**src/address_region_table_unit_assert.svh**
```systemverilog
// ---------------------------------------------------------------------------
// address_region_table_unit_assert: assertion macros
// concurrent checks on the rising edge of clk, masked while rst_n is low
// ---------------------------------------------------------------------------
`ifndef ADDRESS_REGION_TABLE_UNIT_ASSERT_SVH
`define ADDRESS_REGION_TABLE_UNIT_ASSERT_SVH

`ifndef SYNTH
// same-cycle implication
`define ART_ASSERT_IMP(label, ante, cons) \
  label: assert property (@(posedge clk) disable iff (!rst_n) (ante) |-> (cons)) \
    else $error("check failed");
// next-cycle implication
`define ART_ASSERT_NXT(label, ante, cons) \
  label: assert property (@(posedge clk) disable iff (!rst_n) (ante) |=> (cons)) \
    else $error("check failed");
`else
`define ART_ASSERT_IMP(label, ante, cons)
`define ART_ASSERT_NXT(label, ante, cons)
`endif

`endif

```
**src/art_pkg.sv**
```systemverilog
// ---------------------------------------------------------------------------
// art_pkg
// shared types and constants of the address region table
// ---------------------------------------------------------------------------
`timescale 1ns / 1ps

package art_pkg;

  localparam int PAGE_BITS   = 36;
  localparam int MAX_REGIONS = 32;
  localparam int IDX_W       = $clog2(MAX_REGIONS);
  localparam int CNT_W       = $clog2(MAX_REGIONS + 1);
  localparam int RIGHTS_W    = 3;
  localparam int STATUS_W    = 3;
  localparam int QDEPTH      = 2;

  // first-fit limit after reset: 2^35
  localparam logic [PAGE_BITS-1:0] SPACE_END_RST = PAGE_BITS'(64'h8_0000_0000);
  // register byte offsets
  localparam logic [3:0] ADDR_SPACE_END = 4'h0;

  typedef enum logic [1:0] {
    OP_ALLOC  = 2'd0,
    OP_LOOKUP = 2'd1,
    OP_RANGE  = 2'd2,
    OP_REMOVE = 2'd3
  } op_t;

  typedef enum logic [STATUS_W-1:0] {
    ST_OK       = 3'd0,
    ST_MISS     = 3'd1,
    ST_DENIED   = 3'd2,
    ST_NO_SPACE = 3'd3,
    ST_FULL     = 3'd4
  } status_t;

  typedef enum logic [2:0] {
    ENG_IDLE,
    ENG_TRY,
    ENG_FIT,
    ENG_LOOK,
    ENG_RSTART,
    ENG_RNEXT,
    ENG_REMOVE
  } eng_state_t;

  // classified request as queued between front and back
  typedef struct packed {
    op_t                 op;
    logic [PAGE_BITS-1:0] page;
    logic [PAGE_BITS-1:0] pages;
    logic                fixed;
    logic [RIGHTS_W-1:0] rights;
    logic [PAGE_BITS:0]  req_end;  // page + pages
    logic                try_ok;   // explicit base worth trying
  } req_t;

  // head of the request queue
  typedef struct packed {
    logic valid;
    req_t req;
  } q_head_t;

  typedef struct packed {
    logic [PAGE_BITS-1:0] base;
    logic [PAGE_BITS-1:0] len;
    logic [RIGHTS_W-1:0]  rights;
  } entry_t;

  typedef struct packed {
    status_t              status;
    logic [PAGE_BITS-1:0] base;
    logic [PAGE_BITS-1:0] pages;
    logic                 last;
  } res_t;

endpackage

```
**src/art_front.sv**
```systemverilog
// ---------------------------------------------------------------------------
// art_front
// takes requests, precomputes range end and try flag, queues them
// ---------------------------------------------------------------------------
`timescale 1ns / 1ps

module art_front (
  input  logic                          clk,
  input  logic                          rst_n,
  input  logic                          start,
  output logic                          busy,
  input  logic [1:0]                    in_opcode,
  input  logic [art_pkg::PAGE_BITS-1:0] in_page,
  input  logic [art_pkg::PAGE_BITS-1:0] in_pages,
  input  logic                          in_fixed,
  input  logic [art_pkg::RIGHTS_W-1:0]  in_rights,
  input  logic                          pop,
  output art_pkg::q_head_t              head
);

  art_pkg::req_t                   mem_r [art_pkg::QDEPTH];
  art_pkg::req_t                   req_c;
  logic                            wr_ptr_r, wr_ptr_nxt;
  logic                            rd_ptr_r, rd_ptr_nxt;
  logic [1:0]                      cnt_r, cnt_nxt;
  logic                            push;
  logic [art_pkg::PAGE_BITS:0]     end_c;

  // classify the incoming request
  always_comb begin
    end_c         = {1'b0, in_page} + {1'b0, in_pages};
    req_c.op      = art_pkg::op_t'(in_opcode);
    req_c.page    = in_page;
    req_c.pages   = in_pages;
    req_c.fixed   = in_fixed;
    req_c.rights  = in_rights;
    req_c.req_end = end_c;
    req_c.try_ok  = (in_page != '0) &&
                    (end_c <= ((art_pkg::PAGE_BITS+1)'(1) << art_pkg::PAGE_BITS));
  end

  assign busy = (cnt_r == 2'(art_pkg::QDEPTH));
  assign push = start && !busy;

  // queue pointers
  always_comb begin
    wr_ptr_nxt = push ? ~wr_ptr_r : wr_ptr_r;
    rd_ptr_nxt = pop ? ~rd_ptr_r : rd_ptr_r;
    cnt_nxt    = cnt_r + 2'(push) - 2'(pop);
  end

  always_ff @(posedge clk) begin
    if (!rst_n) begin
      wr_ptr_r <= 1'b0;
      rd_ptr_r <= 1'b0;
      cnt_r    <= '0;
    end else begin
      wr_ptr_r <= wr_ptr_nxt;
      rd_ptr_r <= rd_ptr_nxt;
      cnt_r    <= cnt_nxt;
    end
  end

  // queue storage
  always_ff @(posedge clk) begin
    if (push) begin
      mem_r[wr_ptr_r] <= req_c;
    end
  end

  assign head.valid = (cnt_r != '0);
  assign head.req   = mem_r[rd_ptr_r];

endmodule

```
**config.mk**
```make
export PLATFORM = sky130hd
export DESIGN_NAME = art_front
export DESIGN_NICKNAME = d
export VERILOG_FILES = /design/src/address_region_table_unit_assert.svh /design/src/art_pkg.sv /design/src/art_front.sv
export SDC_FILE = /design/constraint.sdc
export NUM_CORES = 1
export LEC_CHECK = 0
export BUFFER_PORTS_ARGS = -buffer_cell sky130_fd_sc_hd__buf_2
export CAP_MARGIN = 0
export CORE_MARGIN = 2
export CORE_UTILIZATION = 50
export CTS_BUF_LIST = sky130_fd_sc_hd__clkbuf_4
export CTS_CLUSTER_SIZE = 30
export DETAILED_ROUTE_END_ITERATION = 6
export PLACE_DENSITY = 0.75
export SETUP_SLACK_MARGIN = 0.05
export SLEW_MARGIN = 20
export SYNTH_ARGS = -nofsm -noshare
export SYNTH_HDL_FRONTEND = slang
export SYNTH_SLANG_ARGS = --single-unit
```
**constraint.sdc**
```tcl
create_clock -name clk -period 19.4 [get_ports clk]
set_clock_uncertainty 0.2 [all_clocks]
set_input_delay 0.97 -clock clk [delete_from_list [all_inputs] [get_ports clk]]
set_output_delay 0.97 -clock clk [all_outputs]
set_load 0.01 [all_outputs]
```
==> impl_metrics.csv <==
group,metric,value,unit
run_status,outcome,"complete, no violations",
cells_and_area,fin_nets,1082,
min_path,hp-start,"in_fixed",
logic_synthesis,synth.area.mux_share,12.1,%
worst_setup_path,cp_max_fo,64,
place,placed_area,0.0122,sq mm
floorplan,dieArea,0.0231,sq mm
routing,route.detailed.drc,0,
pwr,clock_power_share,30.0,%
logic_synthesis,yosysMostFrequentCell,"edfxtp_1",
clock_tree,postCtsHoldBufs,0,
cells_and_area,drive_gt1_share,44.4,%
routing,vias_per_cell,5.60,
worst_setup_path,critPathCaptureType,"output port",
sta,holdWs,0.256,ns
logic_synthesis,synth_simple_gate_area_share,6.76,%
routing,dr.pass1.iters,5,
grt,antenna_found_initial,1,
logic_synthesis,synth_top_area_share,63.6,%
logic_synthesis,syn_avg_cell_area,15.2,sq um
pwr,p_comb_share,21.5,%
sta,post-route-period-util,21.3,%
worst_setup_path,max_stage_delay,0.81,ns
grt,grt_usage,21.1,%
min_path,hold_path_class,"in -> reg",
floorplan,core-area,0.0217,sq mm
logic_synthesis,synth.distinct_cells,71,
sta,rsz0062_at_grt,"no",
worst_setup_path,crit_type,"reg -> out",
sta,slew_headroom,41.4,%
logic_synthesis,ys_top_cells_by_count,"232 x edfxtp_1, 116 x mux2_2, 39 x nand2_1",
worst_setup_path,cp_slowest_cell,"dfxtp_4",
logic_synthesis,synth_area,0.0109,sq mm
pwr,ir_drop,66.7,uV
grt,grt_max_degree,65,
worst_setup_path,worst_ep_required_time,18.23,ns
flow_run,maxCapViolations,0,
floorplan,dieWidth,152,um
routing,drt_first_iter_violations,499,
clock_tree,clk_pin_slew,0.06,ns
routing,wirelength,24900,um
floorplan,start_util,50.5,%
logic_synthesis,synth_xor_area_share,2.64,%
clock_tree,cts_root_buffer,"clkbuf_4",
clock_tree,cts_made_buffers,60,
floorplan,io_pins,200,
logic_synthesis,synth_area_leaders,"edfxtp_1 64%, mux2_2 12%, ha_1 4.3%",
cells_and_area,design_area,0.0130,sq mm
clock_tree,cts_max_level,2,
clock_tree,clk_latency,0.70,ns
floorplan,die_h,152,um
routing,post_drt_wl_per_cell,19.5,um
logic_synthesis,synth_top_family_by_area,"multiplexers",
logic_synthesis,yosysWarnings,0,
logic_synthesis,synth-seq-cells,237,
routing,vias,7170,
logic_synthesis,synthesis.nets,841,
pwr,p_total,1.39,mW
sta,finalHoldViolations,0,
clock_tree,cts.path.max_buffers,3,
pwr,power_density,107,mW/mm^2
sta,timing.fmax,242,MHz
pwr,p_sw_share,27.9,%
worst_setup_path,path_cells,"buf_4 -> mux2_2 -> buf_2",
worst_setup_path,reg2reg_depth,5,
grt,grt_pass1_vias,7199,
clock_tree,clock-sinks,237,
grt,overflow,0,
min_path,holdPathStages,1,
place,gp_congestion,0.887,
worst_setup_path,start_kind,"flop",
logic_synthesis,synthAdderAreaFrac,4.53,%
pwr,power.leakage,4.92,nW
worst_setup_path,r2r-start,"cnt_r[0]$_SDFF_PN0_",
clock_tree,cts_tree,"yes",
sta,drv_slew,0,
sta,worstMarginPinSlew,0.879,ns
place,hpwl,17300,um
sta,layout_min_cycle_time,4.12,ns
pwr,p_int,1.00,mW
floorplan,rows,54,
routing,ant_nets,0,
logic_synthesis,synth_flop_cell,"edfxtp_1",
sta,setup_violations,0,
worst_setup_path,critPathArrivalTime,2.95,ns
grt,grt_pass1_wl,38400,um
logic_synthesis,synthArstFlopShare,0,%
logic_synthesis,ys_seq_area_share,64.6,%
logic_synthesis,synth_compound_area_share,8.12,%
place,port_buffers,199,
sta,fin_tns_setup,0,ns
pwr,p_sw,388,uW
logic_synthesis,synth_top_cell_by_area,"edfxtp_1",
clock_tree,cts_setup_buffers,0,
clock_tree,post_cts_resize_count,0,
pwr,pwr-share-seq,48.5,%
cells_and_area,syn_to_final_growth,18.6,%
logic_synthesis,syn_inst,720,
logic_synthesis,synth_edf_count,232,
==> placed cells by master (no fill, tap or decap), types with 11 or more instances in the layout <==
master | netlist | routed
clkbuf_4 | 0 | 93
ha_1 | 38 | 38
xnor2_1 | 20 | 20
edfxtp_1 | 232 | 232
a21oi_1 | 33 | 33
mux2_2 | 116 | 116
nand2_1 | 39 | 39
xor2_1 | 13 | 13
and2_1 | 11 | 11
a21o_1 | 11 | 11
nand3_1 | 12 | 12
buf_2 | 3 | 199
nor2_1 | 15 | 14
o21ai_0 | 12 | 12
==> power by group through the flow <==
| stage | clock network [mW] | logic [mW] | registers (mW) |
|---|---|---|---|
| 5_1_grt | 0.458 | 0.325 | 0.682 |
| 2_1_floorplan | 0 | 0.192 | 0.688 |
| 3_3_place_gp | 0 | 0.297 | 0.683 |
| 6_report | 0.417 | 0.300 | 0.676 |
| 4_1_cts | 0.431 | 0.302 | 0.677 |
| 3_5_place_dp | 0 | 0.300 | 0.687 |
==> final cells by class <==
| class | count | area (sq um) |
|---|---|---|
| tap | 280 | 350 |
| multi-input combinational | 453 | 3750 |
| fill | 1758 | 8700 |
| timing repair buffer | 203 | 1030 |
| clock inverter | 8 | 62.6 |
| inverter | 6 | 22.5 |
| sequential | 237 | 7070 |
| antenna | 1 | 2.50 |
| clock buffer | 93 | 698 |
==> cells by family (layout without fill, tap and decap cells) <==
family / after synthesis / in the layout
xor+xnor: 33 / 33
compound gates: 125 / 125
flops: 237 / 237
buf+inv: 30 / 310
simple gates: 138 / 138
fa+ha+maj: 39 / 39
mux: 118 / 118
other cells: 0 / 1
==> worst max-delay path, delay by kind of cell (launching register included) <==
kind / cells / cell delay, ns
DFF: 1 / 0.81
muxes: 1 / 0.44
buffers and inverters: 2 / 0.95
==> registers in the layout (all words and copies together) (netlist names), named ones only <==
register  count
wr_ptr_r      1
cnt_r         2
mem_r       232
rd_ptr_r      1
==> metal layers <==
| layer | share of wire, % | track usage [%] | routed length, um |
|---|---|---|---|
| met2 | 48 | 34.3 | 12000 |
| met1 | 42 | 27.8 | 10600 |
| met4 | 1.8 | 6.54 | 456 |
| met5 | 0 | 0 | 0 |
| met3 | 7.4 | 5.56 | 1850 |
==> final timing paths <==
path	endpoint	slack, ns
hold / removal	mem_r[0][41]$_DFFE_PP_	0.26
setup / recovery	head[94]	15.28
hold reg to reg	flop	0.37
setup reg to reg	mem_r[0][99]$_DFFE_PP_	16.12
==> metrics by stage <==
stage | setup slack (ns) | util (%) | instances
2_1_floorplan | 12.71 | - | 720
3_3_place_gp | 14.90 | 56.3 | 1179
3_5_place_dp | 14.73 | 56.3 | 1179
4_1_cts | 15.17 | 59.9 | 1280
5_1_grt | 15.05 | 59.9 | 1281
6_report | 15.28 | 59.9 | 1281
(Power assumes the default switching activity.)
